===== config.mk =====
export PLATFORM = sky130hd
export DESIGN_NAME = touch_tap_qualifier_bus_watchdog
export DESIGN_NICKNAME = d
export VERILOG_FILES = /design/src/hw/rtl/ttqbw_pkg.sv /design/src/hw/rtl/ttqbw_csr.sv /design/src/hw/rtl/ttqbw_core.sv /design/src/hw/rtl/touch_tap_qualifier_bus_watchdog.sv
export SDC_FILE = /design/constraint.sdc
export NUM_CORES = 1
export LEC_CHECK = 0
export ABC_CLOCK_PERIOD_IN_PS = 7840
export BUFFER_PORTS_ARGS = -buffer_cell sky130_fd_sc_hd__buf_4
export CAP_MARGIN = 20
export CORE_MARGIN = 4
export CORE_UTILIZATION = 55
export CTS_CLUSTER_DIAMETER = 100
export DETAILED_ROUTE_END_ITERATION = 10
export GPL_ROUTABILITY_DRIVEN = 0
export PLACE_DENSITY = 0.75
export SLEW_MARGIN = 20
export SYNTH_ARGS = -nofsm -noshare
export SYNTH_HDL_FRONTEND = slang
export SYNTH_SLANG_ARGS = --single-unit

===== constraint.sdc =====
create_clock -name clock -period 7.84 [get_ports clock]
set_clock_uncertainty 0.1 [all_clocks]
set_input_delay 0.392 -clock clock [delete_from_list [all_inputs] [get_ports clock]]
set_output_delay 0.392 -clock clock [all_outputs]
set_load 0.01 [all_outputs]

===== src/hw/rtl/ttqbw_pkg.sv =====
package ttqbw_pkg;

   // register map, index = byte address / 4
   localparam int unsigned CSR_ADDR_BITS = 5;
   localparam logic [2:0] REG_TAP_DEBOUNCE     = 3'd0;
   localparam logic [2:0] REG_RELEASE_DEBOUNCE = 3'd1;
   localparam logic [2:0] REG_FAILURE_THRESH   = 3'd2;
   localparam logic [2:0] REG_RECOVERY_COOL    = 3'd3;
   localparam logic [2:0] REG_RECOVERY_BACKOFF = 3'd4;

   // reset values of the configuration registers
   localparam logic [15:0] TAP_DEBOUNCE_RST     = 16'd200;
   localparam logic [15:0] RELEASE_DEBOUNCE_RST = 16'd100;
   localparam logic [7:0]  FAILURE_THRESH_RST   = 8'd3;
   localparam logic [15:0] RECOVERY_COOL_RST    = 16'd1000;
   localparam logic [15:0] RECOVERY_BACKOFF_RST = 16'd50;

   // decode constants
   localparam logic [7:0] NIBBLE_MASK = 8'h0F;
   localparam logic [7:0] MAX_POINTS  = 8'd4;
   localparam logic [7:0] STREAK_MAX  = 8'd255;

   // stream widths
   localparam int unsigned REQ_DATA_BITS = 104;
   localparam int unsigned RSP_DATA_BITS = 136;

   typedef struct packed {
      logic [15:0] tap_debounce_ms;
      logic [15:0] release_debounce_ms;
      logic [7:0]  failure_threshold;
      logic [15:0] recovery_cooldown_ms;
      logic [15:0] recovery_backoff_ms;
   } cfg_type;

   typedef struct packed {
      logic [31:0] now_ms;
      logic        bus_ok;
      logic [31:0] elapsed_us;
      logic [7:0]  point_count;
      logic [7:0]  x_high_byte;
      logic [7:0]  x_low_byte;
      logic [7:0]  y_high_byte;
      logic [7:0]  y_low_byte;
   } req_type;

   typedef struct packed {
      logic        tap;
      logic [11:0] x_coord;
      logic [11:0] y_coord;
      logic        poll_skipped;
      logic        recover_request;
      logic        finger_down;
      logic [7:0]  failure_streak;
      logic [31:0] stall_total;
      logic [31:0] recovery_total;
      logic [31:0] max_elapsed_us;
   } rsp_type;

endpackage


===== src/hw/rtl/ttqbw_csr.sv =====
module ttqbw_csr
   import ttqbw_pkg::*;
(
   input  logic                     clock,
   input  logic                     reset,
   input  logic                     csr_psel,
   input  logic                     csr_penable,
   input  logic                     csr_pwrite,
   input  logic [CSR_ADDR_BITS-1:0] csr_paddr,
   input  logic [31:0]              csr_pwdata,
   output logic [31:0]              csr_prdata,
   output logic                     csr_pready,
   output cfg_type                  cfg
);

   cfg_type    cfg_ff;
   cfg_type    cfg_in;
   logic       wr_en;
   logic [2:0] reg_idx;

   assign csr_pready = 1'b1;
   assign wr_en      = csr_psel && csr_penable && csr_pwrite;
   assign reg_idx    = csr_paddr[CSR_ADDR_BITS-1:2];
   assign cfg        = cfg_ff;

   // register write decode
   always_comb begin
      cfg_in = cfg_ff;
      if (wr_en) begin
         unique case (reg_idx)
            REG_TAP_DEBOUNCE:     cfg_in.tap_debounce_ms      = csr_pwdata[15:0];
            REG_RELEASE_DEBOUNCE: cfg_in.release_debounce_ms  = csr_pwdata[15:0];
            REG_FAILURE_THRESH:   cfg_in.failure_threshold    = csr_pwdata[7:0];
            REG_RECOVERY_COOL:    cfg_in.recovery_cooldown_ms = csr_pwdata[15:0];
            REG_RECOVERY_BACKOFF: cfg_in.recovery_backoff_ms  = csr_pwdata[15:0];
            default: ;
         endcase
      end
   end

   always_ff @(posedge clock) begin
      if (reset) begin
         cfg_ff.tap_debounce_ms      <= TAP_DEBOUNCE_RST;
         cfg_ff.release_debounce_ms  <= RELEASE_DEBOUNCE_RST;
         cfg_ff.failure_threshold    <= FAILURE_THRESH_RST;
         cfg_ff.recovery_cooldown_ms <= RECOVERY_COOL_RST;
         cfg_ff.recovery_backoff_ms  <= RECOVERY_BACKOFF_RST;
      end else begin
         cfg_ff <= cfg_in;
      end
   end

   // read mux
   always_comb begin
      unique case (reg_idx)
         REG_TAP_DEBOUNCE:     csr_prdata = {16'd0, cfg_ff.tap_debounce_ms};
         REG_RELEASE_DEBOUNCE: csr_prdata = {16'd0, cfg_ff.release_debounce_ms};
         REG_FAILURE_THRESH:   csr_prdata = {24'd0, cfg_ff.failure_threshold};
         REG_RECOVERY_COOL:    csr_prdata = {16'd0, cfg_ff.recovery_cooldown_ms};
         REG_RECOVERY_BACKOFF: csr_prdata = {16'd0, cfg_ff.recovery_backoff_ms};
         default:              csr_prdata = 32'd0;
      endcase
   end

endmodule


===== src/hw/rtl/ttqbw_core.sv =====
module ttqbw_core
   import ttqbw_pkg::*;
#(
   parameter int unsigned TIME_BITS = 32
)
(
   input  logic    clock,
   input  logic    reset,
   input  logic    step,
   input  req_type item,
   input  cfg_type cfg,
   output rsp_type result
);

   logic                 touch_active_ff, touch_active_in;
   logic [TIME_BITS-1:0] last_tap_ff, last_tap_in;
   logic [TIME_BITS-1:0] last_release_ff, last_release_in;
   logic [7:0]           fail_streak_ff, fail_streak_in;
   logic [TIME_BITS-1:0] poll_allowed_ff, poll_allowed_in;
   logic [TIME_BITS-1:0] last_recovery_ff, last_recovery_in;
   logic [31:0]          recovery_count_ff, recovery_count_in;
   logic [31:0]          stall_count_ff, stall_count_in;
   logic [31:0]          max_duration_ff, max_duration_in;

   logic [TIME_BITS-1:0] now;
   logic [TIME_BITS-1:0] diff_allowed, diff_recovery, diff_tap, diff_release;
   logic                 skip, cooled, tap_ready, release_ready, touched;
   logic [31:0]          max_next;
   logic [7:0]           streak_next;

   // wrapped time differences
   assign now           = TIME_BITS'(item.now_ms);
   assign diff_allowed  = now - poll_allowed_ff;
   assign diff_recovery = now - last_recovery_ff;
   assign diff_tap      = now - last_tap_ff;
   assign diff_release  = now - last_release_ff;

   assign skip          = diff_allowed[TIME_BITS-1];
   assign cooled        = (recovery_count_ff == 32'd0) ||
                          (diff_recovery >= TIME_BITS'(cfg.recovery_cooldown_ms));
   assign tap_ready     = !diff_tap[TIME_BITS-1] &&
                          (diff_tap >= TIME_BITS'(cfg.tap_debounce_ms));
   assign release_ready = !diff_release[TIME_BITS-1] &&
                          (diff_release >= TIME_BITS'(cfg.release_debounce_ms));
   assign touched       = (item.point_count != 8'd0) && (item.point_count <= MAX_POINTS);
   assign max_next      = (item.elapsed_us > max_duration_ff) ? item.elapsed_us
                                                              : max_duration_ff;
   assign streak_next   = (fail_streak_ff == STREAK_MAX) ? fail_streak_ff
                                                         : fail_streak_ff + 8'd1;

   // per-poll state update and result
   always_comb begin
      touch_active_in   = touch_active_ff;
      last_tap_in       = last_tap_ff;
      last_release_in   = last_release_ff;
      fail_streak_in    = fail_streak_ff;
      poll_allowed_in   = poll_allowed_ff;
      last_recovery_in  = last_recovery_ff;
      recovery_count_in = recovery_count_ff;
      stall_count_in    = stall_count_ff;
      max_duration_in   = max_duration_ff;
      result            = '0;

      if (skip) begin
         result.poll_skipped = 1'b1;
         if (touch_active_ff) begin
            last_release_in = now;
            touch_active_in = 1'b0;
         end
      end else if (!item.bus_ok) begin
         max_duration_in = max_next;
         stall_count_in  = stall_count_ff + 32'd1;
         fail_streak_in  = streak_next;
         if (touch_active_ff) begin
            last_release_in = now;
            touch_active_in = 1'b0;
         end
         if ((streak_next >= cfg.failure_threshold) && cooled) begin
            result.recover_request = 1'b1;
            recovery_count_in      = recovery_count_ff + 32'd1;
            last_recovery_in       = now;
            poll_allowed_in        = now + TIME_BITS'(cfg.recovery_backoff_ms);
            fail_streak_in         = 8'd0;
         end
      end else begin
         max_duration_in = max_next;
         fail_streak_in  = 8'd0;
         if (!touched) begin
            if (touch_active_ff) begin
               last_release_in = now;
               touch_active_in = 1'b0;
            end
         end else begin
            result.x_coord = {4'((item.x_high_byte & NIBBLE_MASK)), item.x_low_byte};
            result.y_coord = {4'((item.y_high_byte & NIBBLE_MASK)), item.y_low_byte};
            if (tap_ready && !touch_active_ff && release_ready) begin
               result.tap  = 1'b1;
               last_tap_in = now;
            end
            touch_active_in = 1'b1;
         end
      end

      result.finger_down    = touch_active_in;
      result.failure_streak = fail_streak_in;
      result.stall_total    = stall_count_in;
      result.recovery_total = recovery_count_in;
      result.max_elapsed_us = max_duration_in;
   end

   always_ff @(posedge clock) begin
      if (reset) begin
         touch_active_ff   <= 1'b0;
         last_tap_ff       <= '0;
         last_release_ff   <= '0;
         fail_streak_ff    <= 8'd0;
         poll_allowed_ff   <= '0;
         last_recovery_ff  <= '0;
         recovery_count_ff <= 32'd0;
         stall_count_ff    <= 32'd0;
         max_duration_ff   <= 32'd0;
      end else if (step) begin
         touch_active_ff   <= touch_active_in;
         last_tap_ff       <= last_tap_in;
         last_release_ff   <= last_release_in;
         fail_streak_ff    <= fail_streak_in;
         poll_allowed_ff   <= poll_allowed_in;
         last_recovery_ff  <= last_recovery_in;
         recovery_count_ff <= recovery_count_in;
         stall_count_ff    <= stall_count_in;
         max_duration_ff   <= max_duration_in;
      end
   end

endmodule


===== src/hw/rtl/touch_tap_qualifier_bus_watchdog.sv =====
// Touch tap qualifier with bus watchdog.
// req_ channel: one touch-controller poll per beat. rsp_ channel: one result
// beat per poll, in order. csr_ port: APB-style access to the five debounce,
// threshold, cooldown and backoff registers at byte addresses 0x0 to 0x10.
// A poll accepted into the input register is loaded into the result register
// once the result register is empty or its beat is being taken; rsp_tvalid
// is high while the result register holds a beat.
// Throughput: one poll per cycle while rsp_tready does not stall; each poll
// is handled by a single pass of compare and counter logic between the input
// register and the result register, with the watchdog and touch state updated
// in the same cycle. When the receiver stalls, the result register holds its
// beat and the input register still takes one more poll; after that
// req_tready drops until rsp_tready returns.
// Reset clears all counters, timestamps and the touch flag to zero, loads the
// registers with their default values and empties both pipeline registers;
// req_tready is low while reset is high. Configuration must be written only
// while no poll is in flight, by the user; the block does not enforce it.
module touch_tap_qualifier_bus_watchdog
   import ttqbw_pkg::*;
#(
   parameter int unsigned TIME_BITS = 32
)
(
   input  logic                     clock,
   input  logic                     reset,
   // now_ms[31:0], elapsed_us[63:32], point_count[71:64], x_high_byte[79:72],
   // x_low_byte[87:80], y_high_byte[95:88], y_low_byte[103:96]
   input  logic [REQ_DATA_BITS-1:0] req_tdata,
   // bus_ok[0]
   input  logic                     req_tuser,
   input  logic                     req_tvalid,
   output logic                     req_tready,
   // tap[0], x_coord[12:1], y_coord[24:13], poll_skipped[25], recover_request[26],
   // finger_down[27], failure_streak[35:28], stall_total[67:36],
   // recovery_total[99:68], max_elapsed_us[131:100], zero fill [135:132]
   output logic [RSP_DATA_BITS-1:0] rsp_tdata,
   output logic                     rsp_tvalid,
   input  logic                     rsp_tready,
   input  logic                     csr_psel,
   input  logic                     csr_penable,
   input  logic                     csr_pwrite,
   input  logic [CSR_ADDR_BITS-1:0] csr_paddr,
   input  logic [31:0]              csr_pwdata,
   output logic [31:0]              csr_prdata,
   output logic                     csr_pready
);

   cfg_type cfg;
   req_type req_item;
   req_type in_item_ff;
   logic    in_valid_ff, in_valid_in;
   rsp_type core_result;
   rsp_type out_item_ff;
   logic    out_valid_ff, out_valid_in;
   logic    advance;
   logic    req_take;

   // unpack the input beat
   assign req_item.now_ms      = req_tdata[31:0];
   assign req_item.bus_ok      = req_tuser;
   assign req_item.elapsed_us  = req_tdata[63:32];
   assign req_item.point_count = req_tdata[71:64];
   assign req_item.x_high_byte = req_tdata[79:72];
   assign req_item.x_low_byte  = req_tdata[87:80];
   assign req_item.y_high_byte = req_tdata[95:88];
   assign req_item.y_low_byte  = req_tdata[103:96];

   // pipeline handshake
   assign advance    = in_valid_ff && (!out_valid_ff || rsp_tready);
   assign req_tready = !reset && (!in_valid_ff || advance);
   assign req_take   = req_tvalid && req_tready;

   assign in_valid_in  = req_take || (in_valid_ff && !advance);
   assign out_valid_in = advance || (out_valid_ff && !rsp_tready);

   ttqbw_csr u_csr (
      .clock       (clock),
      .reset       (reset),
      .csr_psel    (csr_psel),
      .csr_penable (csr_penable),
      .csr_pwrite  (csr_pwrite),
      .csr_paddr   (csr_paddr),
      .csr_pwdata  (csr_pwdata),
      .csr_prdata  (csr_prdata),
      .csr_pready  (csr_pready),
      .cfg         (cfg)
   );

   ttqbw_core #(
      .TIME_BITS (TIME_BITS)
   ) u_core (
      .clock  (clock),
      .reset  (reset),
      .step   (advance),
      .item   (in_item_ff),
      .cfg    (cfg),
      .result (core_result)
   );

   // valid flags
   always_ff @(posedge clock) begin
      if (reset) begin
         in_valid_ff  <= 1'b0;
         out_valid_ff <= 1'b0;
      end else begin
         in_valid_ff  <= in_valid_in;
         out_valid_ff <= out_valid_in;
      end
   end

   // payload registers
   always_ff @(posedge clock) begin
      if (req_take) begin
         in_item_ff <= req_item;
      end
      if (advance) begin
         out_item_ff <= core_result;
      end
   end

   // pack the result beat
   assign rsp_tvalid = out_valid_ff;
   assign rsp_tdata  = {4'd0,
                        out_item_ff.max_elapsed_us,
                        out_item_ff.recovery_total,
                        out_item_ff.stall_total,
                        out_item_ff.failure_streak,
                        out_item_ff.finger_down,
                        out_item_ff.recover_request,
                        out_item_ff.poll_skipped,
                        out_item_ff.y_coord,
                        out_item_ff.x_coord,
                        out_item_ff.tap};

   // a recovery request always restarts the failure streak
   a_recover_clears_streak: assert property (@(posedge clock) disable iff (reset)
      out_valid_ff && out_item_ff.recover_request |-> out_item_ff.failure_streak == 8'd0)
      else $error("recovery result with non-zero failure streak");

   // a skipped poll carries no tap, no recovery and no coordinates
   a_skip_is_quiet: assert property (@(posedge clock) disable iff (reset)
      out_valid_ff && out_item_ff.poll_skipped |->
         !out_item_ff.tap && !out_item_ff.recover_request &&
         out_item_ff.x_coord == 12'd0 && out_item_ff.y_coord == 12'd0 &&
         !out_item_ff.finger_down)
      else $error("skipped poll produced activity");

   // a tap leaves the finger down
   a_tap_finger_down: assert property (@(posedge clock) disable iff (reset)
      out_valid_ff && out_item_ff.tap |-> out_item_ff.finger_down)
      else $error("tap reported without finger down");

   // input side is only held off when both stages are full and stalled
   a_backpressure_cause: assert property (@(posedge clock) disable iff (reset)
      !req_tready |-> in_valid_ff && out_valid_ff && !rsp_tready)
      else $error("input stalled with room in the pipeline");

   // a stalled result beat is not overwritten
   a_stall_holds_result: assert property (@(posedge clock) disable iff (reset)
      out_valid_ff && !rsp_tready |=> out_valid_ff && $stable(out_item_ff))
      else $error("result register changed under stall");

endmodule

======== Word level (Yosys, flattened, before mapping) ========
Cells that the tools add are included.
cells by class
  shift-type cells ........................ 0
  reductions and logical operators ........ 39
  div/mod/pow operators ................... 0
  multipliers ............................. 0
  bitwise operators ....................... 3
  equality and inequality tests ........... 6
  $add $sub $neg .......................... 8
  multiplexer cells ....................... 22
  order comparisons ....................... 6
operator list
  operator                                              number
  2-to-1 mux 32 bit                                     11
  subtractor 32 bit                                     4
  >= comparator 32 x 16 -> 1 bit                        3
  case mux 16 bit (5 select lines)                      1
  adder 32 x 1 -> 32 bit (second input constant)        2
  adder 32 x 16 -> 32 bit                               1
  greater-than comparator 32 bit                        1
  zero test 32 bit                                      1
  2-to-1 mux 8 bit                                      4
  logical AND 1 bit                                     13
  AND reduction 2 bit                                   6
  adder 8 x 1 -> 8 bit (second input constant)          1
  == test 8 bit (second input constant)                 1
  >= comparator 8 bit                                   1
  <= comparator 8 x 3 -> 1 bit (second input constant)  1
  zero test 1 bit                                       8
  nonzero test 8 bit                                    1
  == test 3 x 2 -> 1 bit (second input constant)        2
  2-to-1 mux 1 bit                                      6
  logical OR 1 bit                                      5
  AND reduction 5 bit                                   1
  AND reduction 4 bit                                   1
  == test 3 x 1 -> 1 bit (second input constant)        1
  == test 3 bit (second input constant)                 1
  5 further kinds                                       7
word-level totals
  input port bits ......................... 149
  memory bits (read-only) ................. 0
  bits in writable memories ............... 0
  memories ................................ 0
  latch bits .............................. 0
  flip-flop bits (word level) ............. 536

======== Longest topological paths before layout ========
Gate-level depths: netlist of the first run.
  word-level depth ........................ 7
  mapped depth ............................ 25
  depth with buffers taken out ............ 23

======== By module ========
Synthesis of the first run repeated with hierarchy kept, for this count alone.
unflattened totals
  cell total of the unflattened synthesis .. 3348
  area, all modules ....................... 31813.0 um^2
modules (own cells, without submodules)
  module                            cells an instance  area each (um^2)  sequential area each (um^2)  instances
  ttqbw_core                        2719               20907.6           4664.5                       1
  touch_tap_qualifier_bus_watchdog  253                7244.4            7156.9                       1
  ttqbw_csr                         376                3661.0            1441.4                       1

======== Worst setup path after synthesis of the first run ========
No wires, ideal clock.
  path kind ............................... input to output
  start point ............................. input csr_paddr[2]
  end point ............................... output csr_prdata[11]
  required time ........................... 7348 ps
  buffers on the path ..................... 2
  setup slack ............................. 5722 ps
  stages on the path ...................... 6
  arrival ................................. 1626 ps
  cells stage by stage .................... buf_1 -> buf_1 -> mux2i_1 -> nor2_1 -> a21oi_1 -> o21ai_0
on the way
  longest elaborated chain between the ends .. 2
RTL lines
  item                                   line                                    source
  start, declared                        touch_tap_qualifier_bus_watchdog.sv:42  input logic [CSR_ADDR_BITS-1:0] csr_paddr,
  == test 3 bit (tied with other cells)  ttqbw_csr.sv:55                         unique case (reg_idx)
  case mux 16 bit (5 select lines) *     ttqbw_csr.sv:55
  end, declared                          touch_tap_qualifier_bus_watchdog.sv:44  output logic [31:0] csr_prdata,
Every way passes the cells marked *; elsewhere a longest branch is shown, timed or not.

==> results.sh, run 1 <==
export IMPL_status="completed"
export IMPL_port_buffers=272
export IMPL_fin_util=0.665
export IMPL_h_tree_depth=2
export IMPL_synthCells=3484
export IMPL_fp_coreArea_mm2=0.0555
export IMPL_grt_pass1_wl_um=133000
export IMPL_antenna_found_initial=3
export IMPL_synth_area_mm2=0.0311
export IMPL_wire_per_inst_um=18.5
export IMPL_area_growth_pct=18.6
export IMPL_reg2regPathDepth=23
export IMPL_holdWs_ns=0.0446
export IMPL_synth_seq_cells=536
export IMPL_start_util=0.560
export IMPL_routed_wl_um=84700
export IMPL_root_buffer="clkbuf_16"
export IMPL_slowest_delay_ns=0.78
export IMPL_overflow=0
export IMPL_final_cell_mix="nand2_1, dfxtp_1, buf_4"
export IMPL_n_fill_cell=4511
export IMPL_drive_gt1_frac=0.123
export IMPL_dieArea_mm2=0.0604
export IMPL_track_usage=0.272
export IMPL_critical_path_top_delay_family="compound AO/OA/AOI/OAI gates"
export IMPL_finalSetupViolCount=0
export IMPL_powerDensity_mw_per_mm2=186
export IMPL_finalMaxSlewViolations=0
export IMPL_synth_edff_count=229
export IMPL_ir_worst_vdd_mv=0.212
export IMPL_cts_path_max_buffers=3
export IMPL_clk_pin_slew_worst_paths_ns=0.06
export IMPL_rrSetupSlack_ns=1.36
export IMPL_ys_seq_area_frac=0.419
export IMPL_vias=26500
export IMPL_crit_start="in_item_ff[73]"
export IMPL_drt_iter0_drc=2100
export IMPL_path_depth=23
export IMPL_cts_setup_buffers=0
export IMPL_r2r_start="in_item_ff[73]"
export IMPL_drt_pass1_iterations=7
export IMPL_cpMostUsedCell="o21ai_0"
export IMPL_final_common_cell="nand2_1"
export IMPL_post_cts_resized=0
export IMPL_r2r_end="rsp_tdata[29]"
export IMPL_cp_required_ns=8.19
export IMPL_synth_warning_count=0
export IMPL_maxCapViolations=0
export IMPL_cts_tree="yes"
export IMPL_synth_cell_types=99
export IMPL_ant_nets=0
export IMPL_fin_nets=4165
export IMPL_cts_sinks=536
export IMPL_numCtsBuffers=59
export IMPL_dp_cells=4352
export IMPL_p_leak_uw=0.0140
export IMPL_dp_hpwl_um=58600
export IMPL_synthArstFlopShare=0
export IMPL_die_w_um=246
export IMPL_avgSynthCellArea_um2=8.93
export IMPL_period_share=0.827
export IMPL_holdPathStages=2
export IMPL_worstSkewPairLatency_ns=0.66
export IMPL_finalNonFillerCells=4583
export IMPL_finalCriticalPeriod_ns=6.48
export IMPL_pin_count=320
export IMPL_worstHoldPathType="input port to flop"
export IMPL_die_h_um=246
export IMPL_tightest_slew_ns=1.13
export IMPL_critPathArrivalTime_ns=6.84
export IMPL_slew_headroom=0.244
export IMPL_path_max_fanout=33
export IMPL_cp_buffers_inverters=3
export IMPL_critical_path_class="flop to flop"
export IMPL_critPathLaunchType="flop"
export IMPL_path_cells="inv_1, ha_1, inv_1, fa_1, a211o_1, a21boi_1, o21ai_1, a31oi_1, o21ai_0, a31oi_1, xnor2_1, ha_1, o21ai_0, o22ai_1, a2111o_1, nor4_1, o211ai_1, nor4_2, o2111ai_1, o21ai_4, buf_4, nand2_2, o21ai_0"
export IMPL_rsz0062_at_grt="false"
export IMPL_synth_ff_type="dfxtp_1"
export IMPL_cpMaxStageDelayCell="o21ai_4"
export IMPL_via_per_inst=5.77
export IMPL_timing_fmax_mhz=154
export IMPL_grt_start_max_net_pins=83
export IMPL_grt_pass1_vias=24700
export IMPL_rows=86
export IMPL_drc=0
export IMPL_setup_tns_ns=0
export IMPL_crit_end="rsp_tdata[29]"
export IMPL_crit_path_end_kind="flop"
export IMPL_hold_viol=0
layer usage:
layer | vias to the layer above | global-route usage | wire length (um)
met5 | - | 0 | 0
met4 | 0 | 0.0831 | 2330
met3 | 138 | 0.0357 | 5750
met2 | 900 | 0.453 | 40000
met1 | 12500 | 0.370 | 36700
li1 | 12900 | - | -
through the flow:
step	setup WS (ns)	area, um2	power, uW
4_1_cts	1.38	36900	6890
5_1_grt	0.879	36900	7100
2_1_floorplan	1.97	31200	3530
6_report	1.36	36900	6880
3_5_place_dp	1.42	33600	3780
3_3_place_gp	1.57	33600	3770
area by class of cell:
class | instances | area [um2] | share of cell area
diodes | 3 | 7.51 | 0.000203
clock buffers | 72 | 1560 | 0.0421
clock inverters | 40 | 607 | 0.0164
inverters | 260 | 981 | 0.0266
multi-input cells | 2499 | 16300 | 0.441
flip-flops and latches | 536 | 13000 | 0.353
well taps | 748 | 936 | 0.0254
repair buffers | 425 | 3510 | 0.0952
flip-flops by register name (all words and copies together), names as in the netlist:
| register | flops |
|---|---|
| in_item_ff | 97 |
| in_valid_ff | 1 |
| rsp_tdata | 132 |
| rsp_tvalid | 1 |
| u_core.fail_streak_ff | 8 |
| u_core.last_recovery_ff | 32 |
| u_core.last_release_ff | 32 |
| u_core.last_tap_ff | 32 |
| u_core.max_duration_ff | 32 |
| u_core.poll_allowed_ff | 32 |
| u_core.recovery_count_ff | 32 |
| u_core.stall_count_ff | 32 |
| u_core.touch_active_ff | 1 |
| u_csr.cfg | 72 |
kinds of logic (layout without fill, tap and decap cells):
family / after synthesis / in the layout / synth area share
buf+inv: 468 / 797 / 0.0628
fa+ha+maj: 235 / 235 / 0.0955
simple gates: 1150 / 1150 / 0.175
other cells: 2 / 24 / 0.000241
compound gates: 801 / 801 / 0.160
xor+xnor: 182 / 182 / 0.0515
flops: 536 / 536 / 0.419
mux: 110 / 110 / 0.0363
cells in the mapped netlist (9+ instances only):
cell type,count,area share
a22oi_1,18,0.0043
nor2_1,213,0.026
nand2b_1,29,0.0058
mux2_1,10,0.0036
xor2_1,96,0.027
a21o_1,58,0.014
nor2b_1,31,0.0062
o31ai_1,20,0.0048
and3_1,36,0.0072
nor3_1,71,0.011
nand3_1,117,0.019
o211ai_1,35,0.0084
and4_1,12,0.0034
or4_1,15,0.0036
buf_6,10,0.0036
o21bai_1,14,0.0034
or3_1,19,0.0038
xnor2_1,85,0.024
a211oi_1,20,0.0048
nor4_1,30,0.0060
ha_1,231,0.093
a21oi_1,294,0.047
edfxtp_1,229,0.22
buf_4,26,0.0063
and2_1,36,0.0072
o21ai_0,186,0.030
a211oi_2,10,0.0040
nand2_1,447,0.054
nand4_1,60,0.012
inv_1,260,0.031
a31oi_1,16,0.0032
o22ai_1,12,0.0024
dfxtp_1,307,0.20
mux2_2,12,0.0043
mux2i_1,88,0.028
buf_2,20,0.0032
a2111oi_0,9,0.0025
o21a_1,28,0.0068
clkbuf_1,145,0.017
worst min path at each step:
stage / startpoint / to / slack, ns
6_report: reset / u_core.stall_count_ff[2] / 0.04
5_1_grt: reset / u_core.stall_count_ff[8] / 0.04
4_1_cts: reset / u_core.stall_count_ff[2] / 0.005
3_5_place_dp: u_core.last_tap_ff[8] / u_core.last_tap_ff[8] / 0.35
3_3_place_gp: u_core.last_release_ff[15] / u_core.last_release_ff[15] / 0.34
2_1_floorplan: u_core.last_tap_ff[10] / u_core.last_tap_ff[10] / 0.33
timing repair:
action                                 in CTS  in global routing
setup endpoints to repair                   0                  0
endpoints found under the hold margin     171                  0
hold buffers                              116                  0
power breakdown:
part / switching (uW) / internal (uW) / leakage, uW
registers: 48.0 / 2980 / 0.00462
clock network: 1210 / 1880 / 0.00103
logic: 448 / 310 / 0.00835
Note: power is estimated with default switching activity, not from simulation.
==> inputs of run 2 (changes only) <==
- ABC_AREA: unset -> 1
- ABC_CLOCK_PERIOD_IN_PS: 7840 -> 6230
- clock period: 7.84 -> 6.23 ns (I/O delays scaled with it)
==> run 2 against run 1 <==
Register-to-register slack worse by 0.24 ns; highest routed layer unchanged; die area is 3.6% higher; area after synthesis rose by 3.7%; routed wire length up 5.5%; via count up 12%; sequential power up 30%; critical endpoint is now u_core.last_tap_ff[6]; count of clock-buffer cells in the layout rose by 3; non-clock buffer count shrank 11; largest power group is now registers; worst hold slack better by 0.036 ns; synthesized cell count up 26%; setup slack lost 0.24 ns; first-iteration DRC count up 17%.
==> results.sh, run 2 <==
export IMPL_status="completed"
export IMPL_critical_path_top_delay_family="simple AND/OR/NAND/NOR gates"
export IMPL_worstHoldPathType="input port to flop"
export IMPL_rows=88
export IMPL_synth_top_area_frac=0.213
export IMPL_p_leak_uw=0.0175
export IMPL_path_max_fanout=64
export IMPL_holdPathStages=2
export IMPL_wire_per_inst_um=16.1
export IMPL_avgSynthCellArea_um2=7.35
export IMPL_synth_ff_type="dfxtp_1"
export IMPL_final_common_cell="nand2_1"
export IMPL_hold_end="in_valid_ff"
export IMPL_finalSetupViolCount=0
export IMPL_cts_path_max_buffers=3
export IMPL_fin_nets=5113
export IMPL_drt_pass1_iterations=6
export IMPL_fp_coreArea_mm2=0.0579
export IMPL_worstSkewPairLatency_ns=0.63
export IMPL_setup_tns_ns=0
export IMPL_die_h_um=250
export IMPL_drive_gt1_frac=0.0898
export IMPL_crit_path_end_kind="flop"
export IMPL_finalCriticalPeriod_ns=5.11
export IMPL_pre_cts_slack_ns=1.19
export IMPL_n_fill_cell=5000
export IMPL_h_tree_depth=2
export IMPL_synth_seq_cells=536
export IMPL_synth_most_common_cell="nand2_1"
export IMPL_synth_common_cells="nand2_1, inv_1, a21oi_1, nor2_1, dfxtp_1"
export IMPL_synth_edff_count=229
export IMPL_synthArstFlopShare=0
export IMPL_port_buffers=272
export IMPL_area_growth_pct=17.6
export IMPL_cts_tree="yes"
export IMPL_drt_iter0_drc=2462
export IMPL_via_per_inst=5.33
export IMPL_layout_setup_ws_ns=1.12
export IMPL_clk_pin_slew_worst_paths_ns=0.06
export IMPL_path_cells="inv_1, fa_1, inv_1, nand3_1, nand3_1, nand2_1, nand2_1, nand2_1, nand2_1, xor2_1, ha_1, inv_1, nor3_1, a211oi_1, nand2_1, nor2_1, nand3_1, nor2_1, nand4_1, nand4_2, buf_4, nand2_1, nand2_1, nor2_1"
export IMPL_antenna_found_initial=3
export IMPL_r2r_start="in_item_ff[74]"
export IMPL_routed_wl_um=89300
export IMPL_rrSetupSlack_ns=1.12
export IMPL_synth_warning_count=0
export IMPL_critPathLaunchType="flop"
export IMPL_seq_area_mm2=0.0130
export IMPL_period_share=0.820
export IMPL_numCtsBuffers=58
export IMPL_final_cell_mix="nand2_1, inv_1, a21oi_1"
export IMPL_cp_required_ns=6.64
export IMPL_hold_viol=0
export IMPL_ir_worst_vdd_mv=0.245
export IMPL_vias=29600
export IMPL_cp_buffers_inverters=4
export IMPL_seqPwrFrac=0.450
export IMPL_place_area_mm2=0.0349
export IMPL_tightest_slew_ns=1.07
export IMPL_largest_reg_flops=132
export IMPL_design_area_mm2=0.0379
export IMPL_start_util=0.557
export IMPL_critical_path_class="flop to flop"
export IMPL_power_switching_uw=2440
export IMPL_track_usage=0.275
export IMPL_drc=0
export IMPL_root_buffer="clkbuf_16"
export IMPL_dp_cells=5319
export IMPL_finalMaxSlewViolations=0
export IMPL_grt_pass1_wl_um=143000
export IMPL_cts_sinks=536
export IMPL_dp_hpwl_um=63300
export IMPL_grt_start_max_net_pins=150
export IMPL_dieArea_mm2=0.0626
export IMPL_post_cts_resized=0
export IMPL_power_share_switching=0.278
export IMPL_powerDensity_mw_per_mm2=231
export IMPL_synth_area_mm2=0.0323
export IMPL_overflow=0
export IMPL_rsz0062_at_grt="false"
export IMPL_slew_headroom=0.285
export IMPL_p_comb_frac=0.156
export IMPL_cpMostUsedCell="nand2_1"
export IMPL_synth_area_leaders="edfxtp_1, dfxtp_1, nand2_1"
export IMPL_r2r_end="u_core.last_tap_ff[6]"
export IMPL_pin_count=320
export IMPL_p_int_uw=6320
export IMPL_slowest_delay_ns=0.78
export IMPL_die_w_um=250
export IMPL_synth_cell_types=50
export IMPL_timing_fmax_mhz=196
export IMPL_maxCapViolations=0
export IMPL_ant_nets=0
export IMPL_ys_seq_area_frac=0.404
export IMPL_critPathArrivalTime_ns=5.52
export IMPL_grt_pass1_vias=27800
export IMPL_yosysTopAreaCell="edfxtp_1"
export IMPL_reg2regPathDepth=24
export IMPL_multi_input_area_mm2=0.0159
export IMPL_holdWs_ns=0.0804
export IMPL_synthCells=4389
export IMPL_finalNonFillerCells=5547
export IMPL_cpMaxStageDelayCell="edfxtp_1"
export IMPL_worstHoldStart="reset"
export IMPL_clkPwrFrac=0.395
[run 2: what timing repair did]
item                                   in CTS  in global routing
buffers inserted                            0                  0
hold buffers                              115                  0
endpoints found under the hold margin     171                  0
[run 2: cell type report]
cell class | instances | share of cell area
Sequential cell | 536 | 0.343
Tap cell | 765 | 0.0252
Antenna cell | 3 | 0.000198
Inverter | 709 | 0.0704
Clock buffer | 75 | 0.0421
Multi-Input combinational cell | 3010 | 0.420
Timing Repair Buffer | 414 | 0.0900
Clock inverter | 35 | 0.00835
[run 2: logic make-up (layout without fill, tap and decap cells)]
logic type                 count (synthesis)  in the layout  share of synthesized area
buffers and inverters                    862           1233                      0.106
adders and majority gates                235            235                     0.0921
xor gates and xnor gates                 114            114                     0.0309
other                                      2             24                   0.000233
and+or+nand+nor                         1947           1947                      0.253
DFF                                      536            536                      0.404
AOI/OAI and AO/OA                        693            693                      0.114
[run 2: metrics by stage]
step | total power [uW] | util
after global routing | 9130 | 0.655
after global placement | 5260 | 0.602
after floorplan | 4880 | -
after detailed placement | 5290 | 0.602
after CTS | 8790 | 0.655
final | 8750 | 0.655
[run 2: power by group through the flow]
stage | logic (uW) | registers [uW] | clock network [uW]
floorplan | 875 | 4000 | 0
global placement | 1260 | 4000 | 0
detailed placement | 1280 | 4010 | 0
CTS | 1350 | 3930 | 3510
global route | 1530 | 3950 | 3650
finish | 1360 | 3940 | 3450
[run 2: worst max path at each step]
stage                                   endpoint           start  depth (start not counted)  slack, ns
after floorplan                    in_item_ff[0]           reset                          6       0.38
after global placement     u_core.last_tap_ff[7]  in_item_ff[74]                         24       1.35
after detailed placement   u_core.last_tap_ff[6]  in_item_ff[74]                         24       1.19
after CTS                  u_core.last_tap_ff[6]  in_item_ff[74]                         24       1.15
after global routing      u_core.last_tap_ff[14]  in_item_ff[74]                         24       0.75
final                      u_core.last_tap_ff[6]  in_item_ff[74]                         24       1.12
[run 2: routing by layer]
layer | part of all wire | vias up | global-route usage
li1 | - | 15000 | -
met1 | 0.41 | 13400 | 0.351
met2 | 0.49 | 968 | 0.479
met3 | 0.062 | 219 | 0.0371
met4 | 0.039 | 0 | 0.101
met5 | 0 | - | 0
